[config.mk]
export PLATFORM = sky130hd
export DESIGN_NAME = otsu_ctrl
export DESIGN_NICKNAME = d
export VERILOG_FILES = /design/src/rtl/otsu_pkg.sv /design/src/rtl/otsu_ctrl.sv
export SDC_FILE = /design/constraint.sdc
export NUM_CORES = 1
export LEC_CHECK = 0
export ABC_AREA = 1
export BUFFER_PORTS_ARGS = -buffer_cell sky130_fd_sc_hd__buf_2
export CELL_PAD_IN_SITES_DETAIL_PLACEMENT = 0
export CELL_PAD_IN_SITES_GLOBAL_PLACEMENT = 1
export CORE_ASPECT_RATIO = 1.4
export CORE_MARGIN = 8
export CORE_UTILIZATION = 30
export CTS_CLUSTER_DIAMETER = 150
export DETAILED_ROUTE_END_ITERATION = 10
export GPL_TIMING_DRIVEN = 0
export PLACE_DENSITY_LB_ADDON = 0.1
export SKIP_CTS_REPAIR_TIMING = 1
export SYNTH_ARGS = -nofsm -noshare
export SYNTH_HDL_FRONTEND = slang
export SYNTH_SLANG_ARGS = --single-unit
[constraint.sdc]
create_clock -name clk_i -period 1.65 [get_ports clk_i]
set_input_delay 0 -clock clk_i [delete_from_list [all_inputs] [get_ports clk_i]]
set_output_delay 0 -clock clk_i [all_outputs]
set_load 0.005 [all_outputs]
[src/rtl/otsu_pkg.sv]
`timescale 1ns / 1ps
// ----------------------------------------------------------------------------
// Otsu threshold engine package
// Shared widths, constants, state and operation codes, and control structs.
// ----------------------------------------------------------------------------
package otsu_pkg;

  // Frame size limit and derived widths.
  localparam int MAX_FRAME_PIXELS = 16384;
  localparam int CNT_W   = $clog2(MAX_FRAME_PIXELS + 1);
  localparam int GRAY_W  = 8;
  localparam int BINS    = 256;
  localparam int BIN_W   = $clog2(BINS);
  localparam int SUM_W   = CNT_W + GRAY_W;
  localparam int N_W     = CNT_W + SUM_W;
  localparam int D_W     = 2 * CNT_W;
  localparam int MA_W    = 2 * N_W;
  localparam int MB_W    = N_W;
  localparam int PROD_W  = MA_W + MB_W;
  localparam int DIG_W   = 8;
  localparam int MUL_STEPS = (MB_W + DIG_W - 1) / DIG_W;
  localparam int STEP_W  = $clog2(MUL_STEPS + 1);
  localparam int PC_W    = 15;

  // RGB565 channel masks and the divide-by-three reciprocal (x * 683 >> 11).
  localparam logic [4:0]  R5_MASK  = 5'h1F;
  localparam logic [5:0]  G6_MASK  = 6'h3F;
  localparam int          RGB_W    = 10;
  localparam int          RPROD_W  = 21;
  localparam logic [10:0] RECIP3   = 11'd683;
  localparam int          RSHIFT   = 11;

  // Input format register codes.
  localparam logic FMT_GRAY   = 1'b0;
  localparam logic FMT_RGB565 = 1'b1;

  // Controller states.
  typedef enum logic [3:0] {
    ST_CLEAR,
    ST_IDLE,
    ST_INC,
    ST_SINIT,
    ST_SRD,
    ST_SACC,
    ST_MGO,
    ST_MWAIT,
    ST_CMP,
    ST_EMIT
  } state_e;

  // Multiply operations of one scan step, in issue order.
  typedef enum logic [2:0] {
    OP_TSB,
    OP_WSA,
    OP_D,
    OP_N2,
    OP_LHS,
    OP_RHS
  } mul_op_e;

  // Commands from the controller to the datapath.
  typedef struct packed {
    logic    accept;
    logic    inc_we;
    logic    clr_we;
    logic    idx_inc;
    logic    scan_init;
    logic    acc;
    logic    mul_start;
    logic    mul_latch;
    mul_op_e mul_op;
    logic    cmp;
    logic    emit;
  } ctrl_cmd_t;

  // Status from the datapath to the controller.
  typedef struct packed {
    logic full;
    logic last;
    logic wb_zero;
    logic wb_full;
    logic idx_last;
    logic mul_done;
  } dp_status_t;

endpackage

[src/rtl/otsu_ctrl.sv]
`timescale 1ns / 1ps
// ----------------------------------------------------------------------------
// Otsu controller
// Sequences histogram clearing, pixel counting, the threshold scan and output.
// ----------------------------------------------------------------------------
module otsu_ctrl (
  input  logic                 clk_i,
  input  logic                 rst_ni,
  input  logic                 start_i,
  input  logic                 last_i,
  input  otsu_pkg::dp_status_t status_i,
  output otsu_pkg::ctrl_cmd_t  cmd_o,
  output logic                 busy_o
);

  otsu_pkg::state_e  state_q, state_d;
  otsu_pkg::mul_op_e op_q, op_d;

  // Next state and multiply operation.
  always_comb begin
    state_d = state_q;
    op_d    = op_q;
    unique case (state_q)
      otsu_pkg::ST_CLEAR: begin
        if (status_i.idx_last) state_d = otsu_pkg::ST_IDLE;
      end
      otsu_pkg::ST_IDLE: begin
        if (start_i) begin
          if (!status_i.full) state_d = otsu_pkg::ST_INC;
          else if (last_i)    state_d = otsu_pkg::ST_SINIT;
        end
      end
      otsu_pkg::ST_INC: begin
        state_d = status_i.last ? otsu_pkg::ST_SINIT : otsu_pkg::ST_IDLE;
      end
      otsu_pkg::ST_SINIT: state_d = otsu_pkg::ST_SRD;
      otsu_pkg::ST_SRD:   state_d = otsu_pkg::ST_SACC;
      otsu_pkg::ST_SACC: begin
        if (status_i.wb_zero) begin
          state_d = status_i.idx_last ? otsu_pkg::ST_EMIT : otsu_pkg::ST_SRD;
        end else if (status_i.wb_full) begin
          state_d = otsu_pkg::ST_EMIT;
        end else begin
          op_d    = otsu_pkg::OP_TSB;
          state_d = otsu_pkg::ST_MGO;
        end
      end
      otsu_pkg::ST_MGO: state_d = otsu_pkg::ST_MWAIT;
      otsu_pkg::ST_MWAIT: begin
        if (status_i.mul_done) begin
          state_d = otsu_pkg::ST_MGO;
          unique case (op_q)
            otsu_pkg::OP_TSB: op_d = otsu_pkg::OP_WSA;
            otsu_pkg::OP_WSA: op_d = otsu_pkg::OP_D;
            otsu_pkg::OP_D:   op_d = otsu_pkg::OP_N2;
            otsu_pkg::OP_N2:  op_d = otsu_pkg::OP_LHS;
            otsu_pkg::OP_LHS: op_d = otsu_pkg::OP_RHS;
            default:          state_d = otsu_pkg::ST_CMP;
          endcase
        end
      end
      otsu_pkg::ST_CMP: begin
        state_d = status_i.idx_last ? otsu_pkg::ST_EMIT : otsu_pkg::ST_SRD;
      end
      otsu_pkg::ST_EMIT: state_d = otsu_pkg::ST_CLEAR;
      default:           state_d = otsu_pkg::ST_CLEAR;
    endcase
  end

  // Command outputs.
  always_comb begin
    cmd_o        = '0;
    cmd_o.mul_op = op_q;
    unique case (state_q)
      otsu_pkg::ST_CLEAR: begin
        cmd_o.clr_we  = 1'b1;
        cmd_o.idx_inc = 1'b1;
      end
      otsu_pkg::ST_IDLE:  cmd_o.accept    = start_i;
      otsu_pkg::ST_INC:   cmd_o.inc_we    = 1'b1;
      otsu_pkg::ST_SINIT: cmd_o.scan_init = 1'b1;
      otsu_pkg::ST_SRD:   ;
      otsu_pkg::ST_SACC: begin
        cmd_o.acc     = 1'b1;
        cmd_o.idx_inc = status_i.wb_zero && !status_i.idx_last;
      end
      otsu_pkg::ST_MGO:   cmd_o.mul_start = 1'b1;
      otsu_pkg::ST_MWAIT: cmd_o.mul_latch = status_i.mul_done;
      otsu_pkg::ST_CMP: begin
        cmd_o.cmp     = 1'b1;
        cmd_o.idx_inc = !status_i.idx_last;
      end
      otsu_pkg::ST_EMIT:  cmd_o.emit = 1'b1;
      default: ;
    endcase
  end

  always_ff @(posedge clk_i or negedge rst_ni) begin
    if (!rst_ni) begin
      state_q <= otsu_pkg::ST_CLEAR;
      op_q    <= otsu_pkg::OP_TSB;
    end else begin
      state_q <= state_d;
      op_q    <= op_d;
    end
  end

  assign busy_o = (state_q != otsu_pkg::ST_IDLE);

endmodule

==> results.json, run 1 <==
{
  "status": "complete, no violations",
  "critPathTopFamily": "flip-flops",
  "endpoint": "cmd_o[9]",
  "clkTransAtPathRegs_ns": 0.05,
  "power_mw": 1.051,
  "grt_max_degree": 8,
  "layout-drive-gt1-share_pct": 26.61,
  "synth_most_common_cell": "nand2_1",
  "portBuffers": 23,
  "fp.dieArea_um2": 3630,
  "holdPathStages": 5,
  "syn_avg_cell_area_um2": 6.074,
  "antenna_found_initial": 0,
  "crit_slowest_cell": "dfrtp_1",
  "ant_nets": 0,
  "netSwitchingPower_mw": 0.5011,
  "cts_tree": "done",
  "p_leak_nw": 0.4440,
  "max-slew-margin-rel_pct": 71.33,
  "crit-reg2reg-launch": "state_q[3]$_DFFE_PN0P_",
  "gr-total-overflow": 0,
  "synth.ff_latch_count": 7,
  "setup_ws_ns": 0.2856,
  "maxCapViolCount": 0,
  "vias": 667,
  "core_um2": 1902,
  "vias_per_cell": 4.600,
  "cp-startpoint": "state_q[0]$_DFFE_PN0P_",
  "worst_path_largest_cell_delay_ns": 0.41,
  "cp-end-kind": "output pin",
  "p_clk_share_pct": 14.0,
  "rsz0062_at_grt": "no",
  "seqPwrFrac_pct": 28.1,
  "clock-root-buffer": "clkbuf_4",
  "synthTopCellsByCount": "25 x nand2_1, 19 x nor2_1, 18 x inv_1",
  "period_share_pct": 82.69,
  "clk_latency_ns": 0.24,
  "path_max_fanout": 5,
  "period_minus_slack_ns": 1.364,
  "synth_top_cell_by_area": "dfrtp_1",
  "holdCritPathClass": "primary input to flop",
  "crit_type": "flop to output pin",
  "first_pass_iters": 4,
  "cts_made_buffers": 3,
  "hold_viol": 0,
  "synthArstFlopShare_pct": 100.0,
  "die_height_um": 68.17,
  "drt_iter0_drc": 8,
  "slew_viol_final": 0,
  "synth-seq-area-share_pct": 30.04,
  "area_growth_pct": 30.47,
  "wl_per_cell_um": 11.97,
  "final_area_um2": 760.7,
  "setup_viol": 0,
  "combinationalPowerShare_pct": 57.9,
  "yosysWarnings": 0,
  "hpwl_um": 1526,
  "cp.depth": 4,
  "num_io_pins": 24,
  "syn_inst": 96,
  "r2r_slack_ns": 0.30,
  "synth_ff_type": "dfrtp_1",
  "finClkSkew_ns": 0.0002640,
  "fin_tns_setup_ns": 0,
  "clock-sinks": 7,
  "gp_congestion": 0.8125,
  "worst_pin_slew_ns": 0.4255,
  "grt_use_total_pct": 10.09,
  "synthTopCellsByArea": "dfrtp_1 30%, nand2_1 16%, nor2_1 12%, inv_1 12%, o21ai_0 5.2%",
  "fp-row-count": 19,
  "timing.hold.ws_ns": 0.08088,
  "r2r_cells": 8,
  "r2r-end": "state_q[0]$_DFFE_PN0P_",
  "grt_pass1_vias": 647,
  "synth-edff-count": 0,
  "start_util_pct": 30.66,
  "synth_nets": 106,
  "peakVddDrop_uv": 659.4,
  "htree_levels": 1,
  "grt_pass1_wl_um": 2760,
  "ys_types": 18,
  "dp_worst_setup_slack_ns": 0.2833,
  "synth.cell_area_um2": 583.1,
  "crit_buf_inv": 2,
  "crit_chain": "nor2_1 -> inv_1 -> o221ai_1 -> buf_2",
  "drt-total-wl_um": 1735,
  "critPathArrivalTime_ns": 1.36,
  "fmax_mhz": 732.9,
  "antennaDiodeCount": 0,
  "start_kind": "flop",
  "nNetsFinal": 135,
  "worstPathRequired_ns": 1.65,
  "p_sw_share_pct": 47.69,
  "die_w_um": 53.26,
  "power_density_nw_per_um2": 1381,
  "drt_drc_violations_left": 0,
  "clockBufferDepth": 2,
  "synth_top_area_share_pct": 30.04,
  "place_area_um2": 724.4,
  "intPower_mw": 0.5497
}
power groups by stage:
stage          Sequential, mW  Clock, mW  Combinational, mW
5_1_grt                 0.306      0.157              0.700
2_1_floorplan           0.288          0              0.398
6_report                0.295      0.147              0.609
4_1_cts                 0.296      0.155              0.621
3_3_place_gp            0.299          0              0.617
3_5_place_dp            0.299          0              0.619
per-stage QoR:
| step | instances | utilization, % |
|---|---|---|
| floorplan | 96 | - |
| detailed placement | 140 | 38.09 |
| CTS | 144 | 39.47 |
| finish | 145 | 40.00 |
| global placement | 140 | 38.09 |
| global route | 145 | 40.00 |
placed cells by master (no fill, tap or decap):
master and instances:
buf_2 23, a21oi_1 2, o21bai_1 1, nand3_1 4, dlygate4sd3_1 1, o21a_1 1, nor2_1 19, inv_1 18
nor3_1 2, clkbuf_1 1, dfrtp_1 7, nand2_1 25, nand4_1 2, o21ai_1 1, nor2_2 3, o221ai_1 1
nand2_4 1, clkbuf_4 3, nand2_2 1, o21ai_0 6, o21ai_4 1, nor2_4 1
flip-flops by register name, indices dropped and copies added, names as in the netlist:
name,flops
op_q,3
state_q,4
worst reg2reg max path, stage by stage, from the launching register on:
cell     delay [ns]
dfrtp_1        0.40
inv_1          0.14
nand2_2        0.10
nor2_4         0.18
nand2_1        0.13
nand2_1        0.10
nor2_2         0.06
o21ai_1        0.07
nand2_1        0.07
cell families (layout without fill, tap and decap cells):
group                  Yosys count  count (layout)  share of synthesized area (%)
DFF                              7               7                          30.04
and+or+nand+nor                 58              58                          43.78
buffers and inverters           18              46                          11.59
AOI/OAI and AO/OA               13              13                          14.59
layout make-up:
| cell class | count | area (µm²) |
|---|---|---|
| fill | 236 | 1141 |
| multi-input combinational | 71 | 340.3 |
| sequential | 7 | 175.2 |
| tap | 21 | 26.28 |
| inverter | 18 | 67.56 |
| timing repair buffer | 24 | 125.1 |
| clock buffer | 4 | 26.28 |
how the worst min path moves through the flow:
stage / from / to
after CTS: rst_ni / state_q[1]$_DFFE_PN0P_
after floorplan: rst_ni / op_q[0]$_DFFE_PN0P_
after global routing: rst_ni / state_q[3]$_DFFE_PN0P_
after detailed placement: rst_ni / state_q[2]$_DFFE_PN0P_
final: status_i[4] / state_q[1]$_DFFE_PN0P_
after global placement: rst_ni / state_q[3]$_DFFE_PN0P_
layer usage:
| metal | vias up | routed length [µm] | share of wire [%] | GRT usage [%] |
|---|---|---|---|---|
| met4 | 0 | 0 | 0 | 2.848 |
| li1 | 352 | - | - | - |
| met2 | 13 | 982 | 57 | 20.74 |
| met5 | - | 0 | 0 | 0 |
| met1 | 302 | 632 | 36 | 9.296 |
| met3 | 0 | 119 | 6.9 | 2.174 |
Power figures use the tool's default switching activity.
==> run 2: changes to the inputs <==
==> constraint.sdc (replaced) <==
create_clock -name clk_i -period 1.3 [get_ports clk_i]
set_input_delay 0 -clock clk_i [delete_from_list [all_inputs] [get_ports clk_i]]
set_output_delay 0 -clock clk_i [all_outputs]
set_load 0.005 [all_outputs]
==> results.json, run 2 (same netlist as run 1, synthesis figures left out) <==
{
  "failed_checks": "setup timing",
  "crit_type": "flop to flop",
  "portBuffers": 23,
  "final_area_um2": 814.5,
  "clockBufferDepth": 2,
  "holdCritPathClass": "primary input to flop",
  "holdPathStages": 5,
  "die_height_um": 68.17,
  "setup_viol": 3,
  "timing.hold.ws_ns": 0.08296,
  "first_pass_iters": 4,
  "critPathTopFamily": "flip-flops",
  "finClkSkew_ns": 0.0003305,
  "cp.depth": 5,
  "hold_viol": 0,
  "regMostFlops": "state_q",
  "hpwl_um": 1526,
  "final_cell_mix": "24 x nand2_1, 23 x buf_2, 17 x inv_1",
  "grt_pass1_wl_um": 2760,
  "drt_iter0_drc": 7,
  "peakVddDrop_uv": 895.9,
  "gr-total-overflow": 0,
  "dp_worst_setup_slack_ns": -0.06666,
  "worstPathRequired_ns": 1.40,
  "drt-total-wl_um": 1796,
  "worst_path_largest_cell_delay_ns": 0.45,
  "crit_slowest_cell": "dfrtp_1",
  "grt_use_total_pct": 10.09,
  "worst_pin_slew_ns": 0.2928,
  "start_kind": "flop",
  "cts_made_buffers": 3,
  "status": "finished, violations left",
  "wl_per_cell_um": 12.14,
  "power_mw": 1.426,
  "crit_buf_inv": 0,
  "reg_top3": "state_q: 4 flops, op_q: 3 flops",
  "drt_drc_violations_left": 0,
  "critPathArrivalTime_ns": 1.44,
  "num_io_pins": 24,
  "fmax_mhz": 747.7,
  "slew_viol_final": 0,
  "max-slew-margin-rel_pct": 80.28,
  "start_util_pct": 30.66,
  "p_leak_nw": 0.4609,
  "place_area_um2": 724.4,
  "period_share_pct": 102.9,
  "clock-root-buffer": "clkbuf_4",
  "largest_register_ffs": 4,
  "setup_ws_ns": -0.03747,
  "crit_chain": "nand2_1 -> nor2_4 -> nand2_4 -> o21ai_4 -> o21ai_0",
  "vias_per_cell": 4.676,
  "antennaDiodeCount": 0,
  "htree_levels": 1,
  "clk_latency_ns": 0.24,
  "cp-end-kind": "flop",
  "clkTransAtPathRegs_ns": 0.05,
  "period_minus_slack_ns": 1.337,
  "gp_congestion": 0.8125,
  "rsz0062_at_grt": "yes",
  "ant_nets": 0,
  "area_growth_pct": 39.70,
  "r2r_slack_ns": -0.04,
  "path_max_fanout": 5,
  "layout-drive-gt1-share_pct": 35.43,
  "fillers": 229,
  "r2r_cells": 5,
  "core_um2": 1902,
  "power_density_nw_per_um2": 1750,
  "vias": 692,
  "final_common_cell": "nand2_1",
  "fp-row-count": 19,
  "antenna_found_initial": 0,
  "die_w_um": 53.26,
  "fp.dieArea_um2": 3630,
  "clock-sinks": 7,
  "grt_max_degree": 8,
  "cts_tree": "done",
  "grt_pass1_vias": 647,
  "maxCapViolCount": 0,
  "nNetsFinal": 138
}
run 2: final cells by class:
cell class	instances	area (µm²)	area share, %
timing repair buffer	27	147.6	18.13
multi-input combinational	71	370.4	45.47
clock buffer	4	26.28	3.226
tap	21	26.28	3.226
inverter	18	67.56	8.295
sequential	7	176.4	21.66
run 2: worst register-to-register path: cells and delay by family (launching register included):
family | cells | cell delay (ns)
AND/OR/NAND/NOR | 3 | 0.42
flip-flops | 1 | 0.45
AO/OA/AOI/OAI | 2 | 0.33
run 2: path summary, 6_finish.rpt:
kind	from	to
setup / recovery	state_q[1]$_DFFE_PN0P_	op_q[0]$_DFFE_PN0P_
hold / removal	status_i[4]	state_q[1]$_DFFE_PN0P_
setup reg to reg	state_q[1]$_DFFE_PN0P_	op_q[0]$_DFFE_PN0P_
hold reg to reg	op_q[2]$_DFFE_PN0P_	op_q[2]$_DFFE_PN0P_
max in group asynchronous	rst_ni	state_q[2]$_DFFE_PN0P_
min in group asynchronous	rst_ni	state_q[3]$_DFFE_PN0P_
run 2: per-layer routing:
metal / GRT usage, % / vias to the layer above / wire (µm)
li1: - / 359 / -
met4: 2.848 / 0 / 0
met1: 9.296 / 320 / 660
met5: 0 / - / 0
met2: 20.74 / 13 / 1016
met3: 2.174 / 0 / 118
run 2: report_power, final:
group,total [mW],internal [mW],switching [mW]
Sequential,0.396,0.295,0.101
Clock,0.186,0.116,0.0697
Combinational,0.844,0.331,0.513
run 2: metrics by stage:
stage / std cells / util (%) / setup TNS [ns]
5_1_grt: 148 / 42.83 / -0.8305
2_1_floorplan: 96 / - / 0
3_5_place_dp: 140 / 38.09 / -0.2355
6_report: 148 / 42.83 / -0.04150
4_1_cts: 144 / 39.47 / -0.4855
3_3_place_gp: 140 / 38.09 / -0.1933
